File: src/design/u16u8_pkg.sv
`default_nettype none
package u16u8_pkg;

	localparam logic [1:0] MODE_UNDECIDED = 2'd0;
	localparam logic [1:0] MODE_PASS      = 2'd1;
	localparam logic [1:0] MODE_LITTLE    = 2'd2;
	localparam logic [1:0] MODE_BIG       = 2'd3;

	localparam logic [7:0] BOM_FF = 8'hFF;
	localparam logic [7:0] BOM_FE = 8'hFE;

	// top six bits of a high and a low surrogate
	localparam logic [5:0] HIGH_TAG = 6'b110110;
	localparam logic [5:0] LOW_TAG  = 6'b110111;

	localparam logic [20:0] SUPP_BASE = 21'h10000;
	localparam logic [20:0] LIM_1B    = 21'h80;
	localparam logic [20:0] LIM_2B    = 21'h800;
	localparam logic [20:0] LIM_3B    = 21'h10000;

	localparam logic [7:0] LEAD_2B = 8'hC0;
	localparam logic [7:0] LEAD_3B = 8'hE0;
	localparam logic [7:0] LEAD_4B = 8'hF0;
	localparam logic [7:0] CONT_B  = 8'h80;

	// one thing to emit: a raw byte or a code point
	typedef struct packed {
		logic        raw;
		logic [20:0] cp;
	} ent_t;

	// work for one input beat: one or two entries
	typedef struct packed {
		logic two;
		ent_t e0;
		ent_t e1;
	} job_t;

	typedef struct packed {
		logic valid;
		logic full;
	} q_stat_t;

endpackage
`default_nettype wire

File: src/design/u16u8_front.sv
`default_nettype none
module u16u8_front (
	input  wire logic            clk,
	input  wire logic            arst_n,
	input  wire logic            in_valid,
	output logic                 in_ready,
	input  wire logic [7:0]      in_byte,
	input  wire logic            stream_last,
	input  wire logic            q_full,
	output logic                 push,
	output u16u8_pkg::job_t      job
);
	import u16u8_pkg::*;

	logic [1:0]  mode_q, mode_d;
	logic        first_q, first_d;
	logic [7:0]  held_q, held_d;
	logic        half_q, half_d;
	logic [9:0]  phb_q, phb_d;
	logic        phv_q, phv_d;
	logic [15:0] unit;
	logic [1:0]  n;
	ent_t        e0, e1;
	logic        acc;

	assign in_ready = !q_full;
	assign acc      = in_valid && in_ready;

	always_comb begin
		mode_d  = mode_q;
		first_d = first_q;
		held_d  = held_q;
		half_d  = half_q;
		phb_d   = phb_q;
		phv_d   = phv_q;
		n       = 2'd0;
		e0      = '0;
		e1      = '0;
		unit    = (mode_q == MODE_LITTLE) ? {in_byte, held_q} : {held_q, in_byte};
		case (mode_q)
			MODE_UNDECIDED: begin
				if (!first_q) begin
					if (stream_last) begin
						e0 = '{raw: 1'b1, cp: {13'd0, in_byte}};
						n  = 2'd1;
					end else begin
						held_d  = in_byte;
						first_d = 1'b1;
					end
				end else begin
					if (held_q == BOM_FF && in_byte == BOM_FE) begin
						mode_d = MODE_LITTLE;
					end else if (held_q == BOM_FE && in_byte == BOM_FF) begin
						mode_d = MODE_BIG;
					end else begin
						mode_d = MODE_PASS;
						e0 = '{raw: 1'b1, cp: {13'd0, held_q}};
						e1 = '{raw: 1'b1, cp: {13'd0, in_byte}};
						n  = 2'd2;
					end
					first_d = 1'b0;
					held_d  = '0;
				end
			end
			MODE_PASS: begin
				e0 = '{raw: 1'b1, cp: {13'd0, in_byte}};
				n  = 2'd1;
			end
			default: begin
				if (!half_q) begin
					held_d = in_byte;
					half_d = 1'b1;
				end else begin
					half_d = 1'b0;
					held_d = '0;
					if (phv_q && unit[15:10] == LOW_TAG) begin
						e0    = '{raw: 1'b0, cp: 21'({phb_q, unit[9:0]}) + SUPP_BASE};
						n     = 2'd1;
						phv_d = 1'b0;
						phb_d = '0;
					end else begin
						if (phv_q) begin
							e0    = '{raw: 1'b0, cp: {5'd0, HIGH_TAG, phb_q}};
							n     = 2'd1;
							phv_d = 1'b0;
							phb_d = '0;
						end
						if (unit[15:10] == HIGH_TAG) begin
							phb_d = unit[9:0];
							phv_d = 1'b1;
						end else begin
							if (n == 2'd0) begin
								e0 = '{raw: 1'b0, cp: {5'd0, unit}};
							end else begin
								e1 = '{raw: 1'b0, cp: {5'd0, unit}};
							end
							n = n + 2'd1;
						end
					end
				end
			end
		endcase
		if (stream_last) begin
			if (phv_d) begin
				if (n == 2'd0) begin
					e0 = '{raw: 1'b0, cp: {5'd0, HIGH_TAG, phb_d}};
				end else begin
					e1 = '{raw: 1'b0, cp: {5'd0, HIGH_TAG, phb_d}};
				end
				n = n + 2'd1;
			end
			mode_d  = MODE_UNDECIDED;
			first_d = 1'b0;
			held_d  = '0;
			half_d  = 1'b0;
			phb_d   = '0;
			phv_d   = 1'b0;
		end
	end

	assign push = acc && (n != 2'd0);
	assign job  = '{two: n[1], e0: e0, e1: e1};

	always_ff @(posedge clk or negedge arst_n) begin
		if (!arst_n) begin
			mode_q  <= MODE_UNDECIDED;
			first_q <= 1'b0;
			held_q  <= '0;
			half_q  <= 1'b0;
			phb_q   <= '0;
			phv_q   <= 1'b0;
		end else if (acc) begin
			mode_q  <= mode_d;
			first_q <= first_d;
			held_q  <= held_d;
			half_q  <= half_d;
			phb_q   <= phb_d;
			phv_q   <= phv_d;
		end
	end

endmodule
`default_nettype wire

File: src/design/u16u8_queue.sv
`default_nettype none
module u16u8_queue #(
	parameter int DEPTH = 2
) (
	input  wire logic             clk,
	input  wire logic             arst_n,
	input  wire logic             push,
	input  wire u16u8_pkg::job_t  wr_job,
	input  wire logic             pop,
	output u16u8_pkg::job_t       rd_job,
	output u16u8_pkg::q_stat_t    stat
);
	import u16u8_pkg::*;

	localparam int AW = (DEPTH > 1) ? $clog2(DEPTH) : 1;
	localparam int CW = $clog2(DEPTH + 1);

	job_t          mem_q [DEPTH];
	logic [AW-1:0] wr_ptr_q, rd_ptr_q;
	logic [CW-1:0] cnt_q;
	logic          do_push, do_pop;

	assign stat.valid = (cnt_q != '0);
	assign stat.full  = (cnt_q == CW'(DEPTH));
	assign do_push    = push && !stat.full;
	assign do_pop     = pop && stat.valid;
	assign rd_job     = mem_q[rd_ptr_q];

	always_ff @(posedge clk) begin
		if (do_push) begin
			mem_q[wr_ptr_q] <= wr_job;
		end
	end

	always_ff @(posedge clk or negedge arst_n) begin
		if (!arst_n) begin
			wr_ptr_q <= '0;
			rd_ptr_q <= '0;
			cnt_q    <= '0;
		end else begin
			if (do_push) begin
				wr_ptr_q <= (wr_ptr_q == AW'(DEPTH - 1)) ? '0 : wr_ptr_q + 1'b1;
			end
			if (do_pop) begin
				rd_ptr_q <= (rd_ptr_q == AW'(DEPTH - 1)) ? '0 : rd_ptr_q + 1'b1;
			end
			if (do_push && !do_pop) begin
				cnt_q <= cnt_q + 1'b1;
			end else if (do_pop && !do_push) begin
				cnt_q <= cnt_q - 1'b1;
			end
		end
	end

endmodule
`default_nettype wire

File: src/design/u16u8_back.sv
`default_nettype none
module u16u8_back (
	input  wire logic             clk,
	input  wire logic             arst_n,
	input  wire u16u8_pkg::job_t  q_job,
	input  wire logic             q_valid,
	output logic                  q_pop,
	output logic                  out_valid,
	input  wire logic             out_ready,
	output logic [7:0]            out_byte,
	output logic                  run_last
);
	import u16u8_pkg::*;

	job_t       job_q;
	logic       busy_q;
	logic       sel_q;
	logic [1:0] idx_q;
	logic       ov_q;
	logic [7:0] ob_q;
	logic       ol_q;

	ent_t       ent;
	logic [1:0] len_m1;
	logic [7:0] cur_byte;
	logic       ent_end, job_end, adv;

	assign ent = sel_q ? job_q.e1 : job_q.e0;

	always_comb begin
		if (ent.raw || ent.cp < LIM_1B) begin
			len_m1 = 2'd0;
		end else if (ent.cp < LIM_2B) begin
			len_m1 = 2'd1;
		end else if (ent.cp < LIM_3B) begin
			len_m1 = 2'd2;
		end else begin
			len_m1 = 2'd3;
		end
	end

	always_comb begin
		cur_byte = CONT_B | {2'b00, ent.cp[5:0]};
		case (len_m1)
			2'd0: cur_byte = ent.cp[7:0];
			2'd1: begin
				if (idx_q == 2'd0) begin
					cur_byte = LEAD_2B | {3'b000, ent.cp[10:6]};
				end
			end
			2'd2: begin
				case (idx_q)
					2'd0:    cur_byte = LEAD_3B | {4'b0000, ent.cp[15:12]};
					2'd1:    cur_byte = CONT_B | {2'b00, ent.cp[11:6]};
					default: cur_byte = CONT_B | {2'b00, ent.cp[5:0]};
				endcase
			end
			default: begin
				case (idx_q)
					2'd0:    cur_byte = LEAD_4B | {5'b00000, ent.cp[20:18]};
					2'd1:    cur_byte = CONT_B | {2'b00, ent.cp[17:12]};
					2'd2:    cur_byte = CONT_B | {2'b00, ent.cp[11:6]};
					default: cur_byte = CONT_B | {2'b00, ent.cp[5:0]};
				endcase
			end
		endcase
	end

	assign ent_end = (idx_q == len_m1);
	assign job_end = ent_end && (sel_q || !job_q.two);
	assign adv     = !ov_q || out_ready;
	assign q_pop   = q_valid && (!busy_q || (adv && job_end));

	always_ff @(posedge clk) begin
		if (q_pop) begin
			job_q <= q_job;
		end
		if (adv && busy_q) begin
			ob_q <= cur_byte;
			ol_q <= job_end;
		end
	end

	always_ff @(posedge clk or negedge arst_n) begin
		if (!arst_n) begin
			busy_q <= 1'b0;
			sel_q  <= 1'b0;
			idx_q  <= '0;
			ov_q   <= 1'b0;
		end else begin
			if (adv) begin
				ov_q <= busy_q;
			end
			if (q_pop) begin
				busy_q <= 1'b1;
				sel_q  <= 1'b0;
				idx_q  <= '0;
			end else if (adv && busy_q) begin
				if (job_end) begin
					busy_q <= 1'b0;
				end else if (ent_end) begin
					sel_q <= 1'b1;
					idx_q <= '0;
				end else begin
					idx_q <= idx_q + 2'd1;
				end
			end
		end
	end

	assign out_valid = ov_q;
	assign out_byte  = ob_q;
	assign run_last  = ol_q;

endmodule
`default_nettype wire

File: src/design/utf16_to_utf8_transcoder_unit.sv
// utf-16 to utf-8 transcoder for a marked byte stream. a leading ff fe or fe ff byte order
// mark selects little or big endian utf-16 and is dropped; otherwise bytes pass unchanged.
// surrogate pairs join into one code point, lone surrogates come out as three bytes, and an
// odd trailing byte is dropped. stream_last ends the stream and resets the state. the front
// stage takes one input beat per cycle while the queue has room; the back stage sends one
// output byte per cycle while out_ready is high, and one input beat may produce up to six
// output bytes. QUEUE_DEPTH sets how many input beats' worth of work may wait between the
// stages.
`default_nettype none
module utf16_to_utf8_transcoder_unit #(
	parameter int QUEUE_DEPTH = 2
) (
	input  wire logic       clk,
	input  wire logic       arst_n,
	input  wire logic       in_valid,
	output logic            in_ready,
	input  wire logic [7:0] in_byte,
	input  wire logic       stream_last,
	output logic            out_valid,
	input  wire logic       out_ready,
	output logic [7:0]      out_byte,
	output logic            run_last
);
	import u16u8_pkg::*;

	logic    q_push, q_pop;
	job_t    wr_job, rd_job;
	q_stat_t q_stat;

	u16u8_front u_front (
		.clk        (clk),
		.arst_n     (arst_n),
		.in_valid   (in_valid),
		.in_ready   (in_ready),
		.in_byte    (in_byte),
		.stream_last(stream_last),
		.q_full     (q_stat.full),
		.push       (q_push),
		.job        (wr_job)
	);

	u16u8_queue #(
		.DEPTH(QUEUE_DEPTH)
	) u_queue (
		.clk   (clk),
		.arst_n(arst_n),
		.push  (q_push),
		.wr_job(wr_job),
		.pop   (q_pop),
		.rd_job(rd_job),
		.stat  (q_stat)
	);

	u16u8_back u_back (
		.clk      (clk),
		.arst_n   (arst_n),
		.q_job    (rd_job),
		.q_valid  (q_stat.valid),
		.q_pop    (q_pop),
		.out_valid(out_valid),
		.out_ready(out_ready),
		.out_byte (out_byte),
		.run_last (run_last)
	);

	// work is queued only for an accepted beat
	a_push_on_accept: assert property (@(posedge clk) disable iff (!arst_n)
		q_push |-> (in_valid && in_ready))
		else $error("queue written without an accepted beat");

	// queued work does not vanish unless the back stage takes it
	a_queue_holds: assert property (@(posedge clk) disable iff (!arst_n)
		(q_stat.valid && !q_pop && !q_push) |=> q_stat.valid)
		else $error("queued work lost");

	// the queue never overflows
	a_no_overflow: assert property (@(posedge clk) disable iff (!arst_n)
		q_stat.full |-> !q_push)
		else $error("push into full queue");

endmodule
`default_nettype wire

File: config.mk
export PLATFORM = sky130hd
export DESIGN_NAME = utf16_to_utf8_transcoder_unit
export DESIGN_NICKNAME = d
export VERILOG_FILES = /design/src/design/u16u8_pkg.sv /design/src/design/u16u8_front.sv /design/src/design/u16u8_queue.sv /design/src/design/u16u8_back.sv /design/src/design/utf16_to_utf8_transcoder_unit.sv
export SDC_FILE = /design/constraint.sdc
export NUM_CORES = 1
export LEC_CHECK = 0
export ABC_AREA = 1
export BUFFER_PORTS_ARGS = -buffer_cell sky130_fd_sc_hd__buf_2
export CAP_MARGIN = 30
export CORE_UTILIZATION = 45
export DETAILED_ROUTE_END_ITERATION = 12
export GPL_ROUTABILITY_DRIVEN = 0
export SYNTH_ARGS = -nofsm -noshare
export SYNTH_HDL_FRONTEND = slang
export SYNTH_SLANG_ARGS = --single-unit
export TNS_END_PERCENT = 10
File: constraint.sdc
create_clock -name clk -period 14.6 [get_ports clk]
set_clock_uncertainty 0.15 [all_clocks]
set_input_delay 0.73 -clock clk [delete_from_list [all_inputs] [get_ports clk]]
set_output_delay 0.73 -clock clk [all_outputs]
set_load 0.05 [all_outputs]
==> metrics.txt, run 1 <==
Net Sw Power 691 uW; CTS root buffer clkbuf_16; Yosys cell types 40; Tcrit/Tclk final 0.275; Total GRT Usage 0.204; Combinational Power Share 0.372; detailed-route wire length 17,100 um; status finished clean; maxcap violations 0; dominant synthesized flop cell edfxtp_1; # IOs 24; Clock Sinks 161; largest net degree at the start of global routing 43; Leak 3.78 nW; Core Region 17,400 um2; Clk pin slew, worst setup/hold paths 0.06 ns; post-CTS setup buffers 0; post-synthesis sequential area ratio 0.583; clock power share 0.237; CP arrival 3.98 ns; first-pass GRT wire length 28,200 um; Layout area overhead 11.2%; cts bufs inserted 17; initial DRC count 461; Final min period 4.01 ns; # resized after CTS 0; Final Hold Vio Count 0; RSZ-0062 raised after global routing no; number of synthesized flops with an enable pin 129; antenna violations before repair 0; Syn Std Cell Area 8020 um2; CP startpoint kind flip-flop; internal power 1.14 mW; Pwr Density 205 nW/um2; Worst VDD drop 0.0951 mV; max-slew violation count 0; Rel. slew slack 0.380; Mapped Cells 854; vias in the first global route 5,375; Worst Max-Slew Pin Slew 0.927 ns; critical path fanouts, max 32; syn nets 880; Die Y 136 um; die area 18,400 um2; CTS Hold Buffers Added 0; Worst Setup End Kind flip-flop; vias per cell 5.18; Die X 136 um; Total Power 1.83 mW; total grt overflow 0; Post-Place Setup Slack 10.62 ns; Setup CP Type reg2reg; # rows 48; routed len/inst 15.4 um; Yosys reg bits 161; Initial Util 0.462; antenna cells 0; Detail Route Antenna Nets 0; final setup TNS 0 ns; DRC violations left 0; Critical Path RT 14.56 ns; ys async rst share 0.199; CTS tree done; share of cells above drive strength 1 0.111; first drt pass iteration count 5; Reg2Reg Depth 16; fin nets 900; via count 5,757; # setup viols final 0; clock buffer depth 2; Clk Latency, worst-skew pair 0.42 ns; H-tree depth 4; fin area 8920 um2; syn avg cell area 9.39 um2; switching share of total power 0.377; fmax 249 MHz; Flop pwr share 0.392; final worst slack 10.59 ns; Final HPWL DP 12,500 um; Hold Crit Class in2async; Port Buffers 23; placement-stage cell area 8340 um2; Synth Warn # 0
layer usage:
| metal | GRT usage | vias to the layer above | share of wire |
|---|---|---|---|
| li1 | - | 2928 | - |
| met1 | 0.276 | 2654 | 0.47 |
| met2 | 0.321 | 137 | 0.46 |
| met3 | 0.0318 | 38 | 0.033 |
| met4 | 0.0968 | 0 | 0.029 |
| met5 | 0 | - | 0 |
kinds of logic (layout without fill, tap and decap cells):
kind of cell	count (synthesis)	in the layout	share of synthesized area
flip-flops	161	161	0.583
XOR/XNOR	4	4	0.00437
adder cells (fa/ha/maj)	13	13	0.0203
AND/OR/NAND/NOR	380	380	0.196
AO/OA/AOI/OAI	155	155	0.121
buffers and inverters	136	168	0.0686
multiplexers	5	5	0.00624
path summary, 6_finish.rpt:
| check | startpoint | to | slack [ns] |
|---|---|---|---|
| worst min register to register | u_queue.wr_ptr_q | u_queue.wr_ptr_q | 0.32 |
| worst min-delay path | arst_n | u_front.half_q | 0.26 |
| max in group asynchronous | arst_n | u_front.phb_q[5] | 13.52 |
| min in group clk | u_queue.wr_ptr_q | u_queue.wr_ptr_q | 0.32 |
| worst max-delay path | u_front.mode_q[1] | u_queue.mem_q[1][26] | 10.59 |
| worst max register to register | u_front.mode_q[1] | u_queue.mem_q[1][26] | 10.59 |
final cells by class:
class	instances	area, um2
Clock inverter	11	140
Sequential cell	161	4670
Timing Repair Buffer	30	180
Clock buffer	20	437
Tap cell	225	282
Multi-Input combinational cell	557	2800
Fill cell	1588	8440
Inverter	107	402
critical path, stage by stage (launching register included):
cell,delay [ns]
dfrtp_1,0.46
nand2_2,0.36
o21ai_1,0.38
and2_1,0.23
nand2_1,0.27
ha_1,0.38
a21oi_1,0.06
nand2_1,0.14
inv_1,0.06
ha_1,0.29
inv_1,0.04
nand2_1,0.05
nand2_1,0.05
nand2_1,0.07
nand2_1,0.11
nor2_4,0.32
buf_12,0.25
per-stage QoR:
step	util	cells	hold WS [ns]
3_5_place_dp	0.481	1080	0.314
2_1_floorplan	-	854	0.284
6_report	0.514	1111	0.257
3_3_place_gp	0.479	1079	0.312
4_1_cts	0.514	1111	0.272
5_1_grt	0.514	1111	0.315
placed cells by master (no fill, tap or decap), types with 3 or more instances in the layout:
cell | Yosys | final
nand2_1 | 268 | 268
edfxtp_1 | 129 | 129
inv_1 | 96 | 96
o21ai_0 | 45 | 45
nor2_1 | 45 | 44
nand3_1 | 34 | 34
a21oi_1 | 32 | 32
dfrtp_1 | 32 | 32
o22ai_1 | 24 | 24
buf_2 | 5 | 23
clkbuf_16 | 0 | 17
ha_1 | 13 | 13
o21ai_1 | 11 | 11
inv_2 | 10 | 10
nor3_1 | 9 | 9
a22oi_1 | 8 | 8
a31oi_2 | 8 | 8
nand4_1 | 6 | 6
nor2_2 | 6 | 6
buf_4 | 1 | 6
mux2i_1 | 5 | 5
o211ai_1 | 5 | 5
nand2_2 | 5 | 5
o32ai_1 | 5 | 5
o21ai_2 | 4 | 4
nor2_4 | 3 | 4
o221ai_1 | 3 | 3
o2111ai_1 | 3 | 3
clkinv_2 | 0 | 3
clkinvlp_4 | 0 | 3
clkbuf_1 | 19 | 3
bufinv_16 | 0 | 3
cell usage after synthesis (3+ instances only):
cell type	n	area (um2)
a21oi_1	32	160
a22oi_1	8	60.1
a31oi_2	8	100
buf_2	5	25.0
buf_6	4	45.0
clkbuf_1	19	71.3
dfrtp_1	32	801
edfxtp_1	129	3870
ha_1	13	163
inv_1	96	360
inv_2	10	37.5
mux2i_1	5	50.1
nand2_1	268	1010
nand2_2	5	31.3
nand3_1	34	170
nand4_1	6	37.5
nor2_1	45	169
nor2_2	6	37.5
nor2_4	3	33.8
nor3_1	9	45.0
o2111ai_1	3	26.3
o211ai_1	5	37.5
o21ai_0	45	225
o21ai_1	11	55.1
o21ai_2	4	35.0
o221ai_1	3	26.3
o22ai_1	24	150
o32ai_1	5	43.8
flip-flops by register name (all words and copies together), names as in the netlist, 2 cells and up:
register,count
u_queue.mem_q,80
u_back.job_q,40
u_front.phb_q,10
u_back.out_byte,8
u_front.held_q,8
u_back.idx_q,2
u_front.mode_q,2
u_queue.cnt_q,2
power groups by stage:
stage	clock network (mW)	logic, mW	registers (mW)
6_report	0.433	0.681	0.718
5_1_grt	0.461	0.772	0.731
4_1_cts	0.444	0.684	0.718
3_5_place_dp	0	0.682	0.727
3_3_place_gp	0	0.673	0.726
2_1_floorplan	0	0.454	0.771
(Power assumes the default switching activity.)
==> inputs of run 2 (changes only) <==
==> constraint.sdc (replaced) <==
create_clock -name clk -period 3.9 [get_ports clk]
set_clock_uncertainty 0.15 [all_clocks]
set_input_delay 0.195 -clock clk [delete_from_list [all_inputs] [get_ports clk]]
set_output_delay 0.195 -clock clk [all_outputs]
set_load 0.05 [all_outputs]
==> run 2 against run 1 <==
  * Register-to-register slack got worse by 10 ns
  * Cell area rose by 1.5%
  * Critical path depth increased by 5
  * Via count increased by 3.0%
  * Flip-flop and latch count did not move
  * Sequential share of layout area decreased by 0.80 points
  * Sequential power rose to 3.7 times the previous value
  * Global-route usage grew 0.70 points
  * Cell count rose by 1.3%
  * Critical endpoint is now u_queue.cnt_q[1]
  * Largest cell class unchanged
==> metrics.txt, run 2 (synthesis results as in run 1) <==
via count 5,928 (+3.0%); # rows 48 (unchanged); detailed-route wire length 18,000 um (+5.2%); Layout area overhead 12.9%; RSZ-0062 raised after global routing no; Critical Path, Cell by Cell nand2_2, nand2_1, o21ai_2, nand2_1, nor2_4, nand2_1, ha_1, a21oi_1, nand2_1, inv_1, ha_1, inv_1, nand2_1, nand2_1, nand2_1, nand2_1, inv_1, ha_1, a21oi_1, o21ai_0, xnor2_1; CTS tree done; CTS root buffer clkbuf_16; Worst Setup End Kind flip-flop; Tcrit/Tclk final 0.916 (+0.641); first drt pass iteration count 5 (unchanged); largest net degree at the start of global routing 42 (-2.3%); most common cell after layout, fill and taps aside nand2_1; maxcap violations 0 (unchanged); Core Region 17,400 um2 (unchanged); cell mode on critical path nand2_1; initial DRC count 464 (+0.65%); Buf/Inv on CP 3 (unchanged); final setup TNS 0 ns (unchanged); CP max stage delay 0.45 ns (about the same); critical path fanouts, max 22 (-31%); dpl cells 1,085 (+0.46%); Hold Crit Class in2reg; vias in the first global route 5,602 (+4.2%); Initial Util 0.462 (unchanged); Fill cells 1,576 (-0.76%); Pwr Density 765 nW/um2 (+270%); CP top delay family simple AND/OR/NAND/NOR gates; Worst Max-Slew Pin Slew 0.842 ns (-0.0856 ns); Clk Latency, worst-skew pair 0.42 ns (about the same); clock buffer depth 2 (unchanged); Total GRT Usage 0.211 (+0.00702); fin nets 913 (+1.4%); first-pass GRT wire length 29,100 um (+3.3%); Final Non-Filler Cells 1,125 (+1.3%); Final Hold Vio Count 0 (unchanged); cts bufs inserted 17 (unchanged); DRC violations left 0 (unchanged); Leak 3.84 nW (+1.5%); Rel. slew slack 0.439 (+0.0593); share of cells above drive strength 1 0.118 (+0.00717); Final HPWL DP 13,000 um (+3.7%); Setup CP Type reg2reg; antenna violations before repair 0 (unchanged); total grt overflow 0 (unchanged); Clk pin slew, worst setup/hold paths 0.06 ns (about the same); # setup viols final 0 (unchanged); post-layout util 0.522 (+0.00793); FF+latch area 4670 um2 (unchanged); Die X 136 um (unchanged); H-tree depth 4 (unchanged); CP arrival 3.73 ns (-0.25 ns); routed len/inst 16.0 um (+3.9%); max-slew violation count 0 (unchanged); number of flip-flops in the largest register 80 (unchanged); fmax 280 MHz (+12%); antenna cells 0 (unchanged); Die Y 136 um (unchanged); die area 18,400 um2 (unchanged); most frequent cells in the layout nand2_1 (268), edfxtp_1 (129), inv_1 (96), o21ai_0 (45), nor2_1 (44); Final min period 3.57 ns (-0.443 ns); CP max-delay cell dfrtp_1; largest registers u_queue.mem_q (80), u_back.job_q (40), u_front.phb_q (10); Critical Path RT 4.06 ns (-10.50 ns); Largest Register u_queue.mem_q; # IOs 24 (unchanged); Worst VDD drop 0.394 mV (+310%); Clock Sinks 161 (unchanged); vias per cell 5.27 (+1.7%); area of the multi-input gates 2810 um2 (+0.13%); CP startpoint kind flip-flop; Detail Route Antenna Nets 0 (unchanged); status finished clean; Port Buffers 23 (unchanged)
-- run 2: cell count changes in the layout (fill, tap and decap cells not counted), sizes merged --
cell / change
clkbuf: -2
clkinv: +1
bufinv: -1
clkinvlp: +1
dlygate4sd3: +8
buf: +5
inv: +2
-- run 2: metrics by stage --
step | setup WS, ns | hold WS (ns) | power [mW] | area [um2]
6_report | 0.329 | 0.0207 | 6.92 | 9060
3_5_place_dp | 0.288 | 0.192 | 5.34 | 8400
2_1_floorplan | 0.242 | -0.251 | 4.59 | 8030
5_1_grt | 0.0443 | 0.0262 | 7.37 | 9060
3_3_place_gp | 0.404 | 0.193 | 5.31 | 8400
4_1_cts | 0.276 | 0.00175 | 6.97 | 9050
-- run 2: worst paths after layout --
kind / startpoint / to / slack [ns] / cells past startpoint
max in group asynchronous: arst_n / u_back.busy_q / 2.81 / 2
hold reg to reg: u_queue.wr_ptr_q / u_queue.wr_ptr_q / 0.34 / 2
setup / recovery: u_front.mode_q[1] / u_queue.cnt_q[1] / 0.33 / 21
hold / removal: in_byte[7] / u_front.held_q[7] / 0.02 / 3
setup reg to reg: u_front.mode_q[1] / u_queue.cnt_q[1] / 0.33 / 21
min in group asynchronous: arst_n / u_front.mode_q[1] / 0.26 / 2
-- run 2: report_power, final --
| part | internal (mW) | switching (mW) |
|---|---|---|
| Clock | 0.938 | 0.672 |
| Combinational | 0.768 | 1.85 |
| Sequential | 2.55 | 0.145 |
-- run 2: tightest hold or removal path: stages --
cell and delay [ns]:
buf_2 0.12, inv_1 0.13, o32ai_1 0.11
-- run 2: area by class of cell --
type / count / share of cell area
clock buffers: 18 / 0.0474
clock inverters: 14 / 0.0153
inverters: 107 / 0.0443
multi-input cells: 557 / 0.310
flip-flops and latches: 161 / 0.516
well taps: 225 / 0.0311
repair buffers: 43 / 0.0356
-- run 2: repair_timing --
action / CTS / global route
setup buffers: 0 / 0
endpoints found under the setup margin: 0 / 1
endpoints found under the hold margin: 39 / 0
hold buffers: 8 / 0
resized for setup: 0 / 1
-- run 2: routing by layer --
| metal | track usage | part of all wire | wire length (um) | vias up |
|---|---|---|---|---|
| met5 | 0 | 0 | 0 | - |
| met4 | 0.0874 | 0.028 | 511 | 0 |
| met1 | 0.279 | 0.46 | 8240 | 2765 |
| met2 | 0.339 | 0.47 | 8520 | 173 |
| met3 | 0.0400 | 0.043 | 780 | 41 |
| li1 | - | - | - | 2949 |
==> inputs of run 3 (changes only) <==
--- a/config.mk
+++ b/config.mk
@@ -11,6 +11,8 @@
 export CORE_UTILIZATION = 45
 export DETAILED_ROUTE_END_ITERATION = 12
 export GPL_ROUTABILITY_DRIVEN = 0
+export HOLD_SLACK_MARGIN = 0.03
+export SLEW_MARGIN = 5
 export SYNTH_ARGS = -nofsm -noshare
 export SYNTH_HDL_FRONTEND = slang
 export SYNTH_SLANG_ARGS = --single-unit
==> run 3 against run 2 <==
  * Sequential share of layout area down 0.11 points
  * Clock power about the same
  * Utilization up 0.12 points
  * Clock-buffer cell count unchanged
  * First-iteration DRC count up 5.4%
  * Sequential power about the same
  * Via count about the same
  * Global-route usage about the same
  * Cell area up 0.22%
  * Combinational power about the same
  * Worst setup slack better by 0.0041 ns
  * Non-clock buffer count up 2
  * Largest cell class unchanged
  * Largest power group unchanged
==> metrics.txt, run 3 (synthesis results as in run 1) <==
status finished clean; H-tree depth 4 (unchanged); Die X 136 um (unchanged); initial DRC count 489 (+5.4%); largest registers u_queue.mem_q (80), u_back.job_q (40), u_front.phb_q (10); dpl cells 1,085 (unchanged); DRC violations left 0 (unchanged); Final Non-Filler Cells 1,127 (+0.18%); first-pass GRT wire length 29,100 um (about the same); Total GRT Usage 0.211 (about the same); Initial Util 0.462 (unchanged); Pwr Density 763 nW/um2 (-0.23%); antenna cells 0 (unchanged); fmax 280 MHz (+0.12%); Total Power 6.92 mW (about the same); vias per cell 5.26 (-0.26%); CP arrival 3.73 ns (about the same); Detail Route Antenna Nets 0 (unchanged); final setup TNS 0 ns (unchanged); critical path fanouts, max 22 (unchanged); Leak 3.85 nW (+0.22%); RSZ-0062 raised after global routing no; Clk pin slew, worst setup/hold paths 0.06 ns (about the same); Core Region 17,400 um2 (unchanged); Final HPWL DP 13,000 um (unchanged); die area 18,400 um2 (unchanged); detailed-route wire length 18,000 um (-0.23%); Worst VDD drop 0.394 mV (about the same); CTS root buffer clkbuf_16; Tcrit/Tclk final 0.915 (-0.00106); Largest Register u_queue.mem_q; number of flip-flops in the largest register 80 (unchanged); fin area 9080 um2 (+0.22%); # rows 48 (unchanged); total grt overflow 0 (unchanged); routed len/inst 16.0 um (-0.41%); Port Buffers 23 (unchanged); fin nets 915 (+0.22%); largest net degree at the start of global routing 42 (unchanged); Critical Path RT 4.06 ns (about the same); first drt pass iteration count 5 (unchanged); share of cells above drive strength 1 0.118 (-0.000261); Rel. slew slack 0.447 (+0.00790); Hold Crit Class in2reg; vias in the first global route 5,603 (+0.018%); most common cell after layout, fill and taps aside nand2_1; Clock Sinks 161 (unchanged); CP startpoint kind flip-flop; Die Y 136 um (unchanged); via count 5,923 (-0.084%); CTS tree done; placement-stage cell area 8400 um2 (unchanged); cts bufs inserted 17 (unchanged); Clk Latency, worst-skew pair 0.42 ns (about the same); Setup CP Type reg2reg; Worst Setup End Kind flip-flop; Worst Max-Slew Pin Slew 0.830 ns (-0.0119 ns); clock buffer depth 2 (unchanged); # setup viols final 0 (unchanged); Final min period 3.57 ns (-0.00413 ns); most frequent cells in the layout nand2_1 (268), edfxtp_1 (129), inv_1 (96), o21ai_0 (45), nor2_1 (44); Final Hold Vio Count 0 (unchanged); post-layout util 0.523 (+0.00115); max-slew violation count 0 (unchanged); maxcap violations 0 (unchanged); antenna violations before repair 0 (unchanged); # IOs 24 (unchanged); Layout area overhead 13.1%
run 3: cell count changes in the layout (fill, tap and decap cells not counted):
cell | previous run | this run
dlygate4sd3_1 | 8 | 10
run 3: layout make-up:
class | count | area, um2
sequential | 161 | 4670
inverter | 107 | 402
clock buffer | 18 | 429
multi-input combinational | 557 | 2810
clock inverter | 14 | 139
tap | 225 | 282
timing repair buffer | 45 | 343
fill | 1575 | 8280
run 3: final timing paths:
kind,start,end,slack [ns],depth (start not counted)
setup reg to reg,u_front.mode_q[1],u_queue.cnt_q[1],0.33,21
hold reg to reg,u_queue.wr_ptr_q,u_queue.wr_ptr_q,0.34,2
max in group asynchronous,arst_n,u_back.busy_q,2.82,2
min in group asynchronous,arst_n,u_front.mode_q[1],0.26,2
hold / removal,in_valid,u_front.half_q,0.05,4
setup / recovery,u_front.mode_q[1],u_queue.cnt_q[1],0.33,21
run 3: worst max-delay path: stages, from the launching register on:
cell and delay [ns]:
dfrtp_1 0.44, nand2_2 0.34, nand2_1 0.11, o21ai_2 0.09
nand2_1 0.11, nor2_4 0.16, nand2_1 0.11, ha_1 0.28
a21oi_1 0.14, nand2_1 0.11, inv_1 0.07, ha_1 0.23
inv_1 0.06, nand2_1 0.05, nand2_1 0.06, nand2_1 0.06
nand2_1 0.13, inv_1 0.07, ha_1 0.30, a21oi_1 0.11
o21ai_0 0.11, xnor2_1 0.13
run 3: metal layers:
layer / track usage / vias up / routed length, um
li1: - / 2954 / -
met1: 0.278 / 2764 / 8260
met2: 0.340 / 164 / 8500
met3: 0.0400 / 41 / 728
met4: 0.0874 / 0 / 512
met5: 0 / - / 0
run 3: what timing repair did:
action | CTS | global route
buffers inserted | 0 | 0
hold buffers | 10 | 0
gates resized for setup | 0 | 1
setup endpoints to repair | 0 | 1
endpoints found under the hold margin | 41 | 0
run 3: where the power goes:
| group | switching, mW | internal [mW] | total (mW) | leakage [nW] |
|---|---|---|---|---|
| registers | 0.144 | 2.55 | 2.69 | 1.62 |
| clock network | 0.668 | 0.938 | 1.61 | 0.268 |
| logic | 1.86 | 0.770 | 2.63 | 1.96 |
| total | 2.67 | 4.25 | 6.92 | 3.85 |
run 3: per-stage QoR:
| stage | hold WS, ns | setup WS (ns) |
|---|---|---|
| 2_1_floorplan | -0.251 | 0.242 |
| 3_3_place_gp | 0.193 | 0.404 |
| 3_5_place_dp | 0.192 | 0.288 |
| 4_1_cts | 0.0344 | 0.276 |
| 5_1_grt | 0.120 | 0.0443 |
| 6_report | 0.0497 | 0.333 |
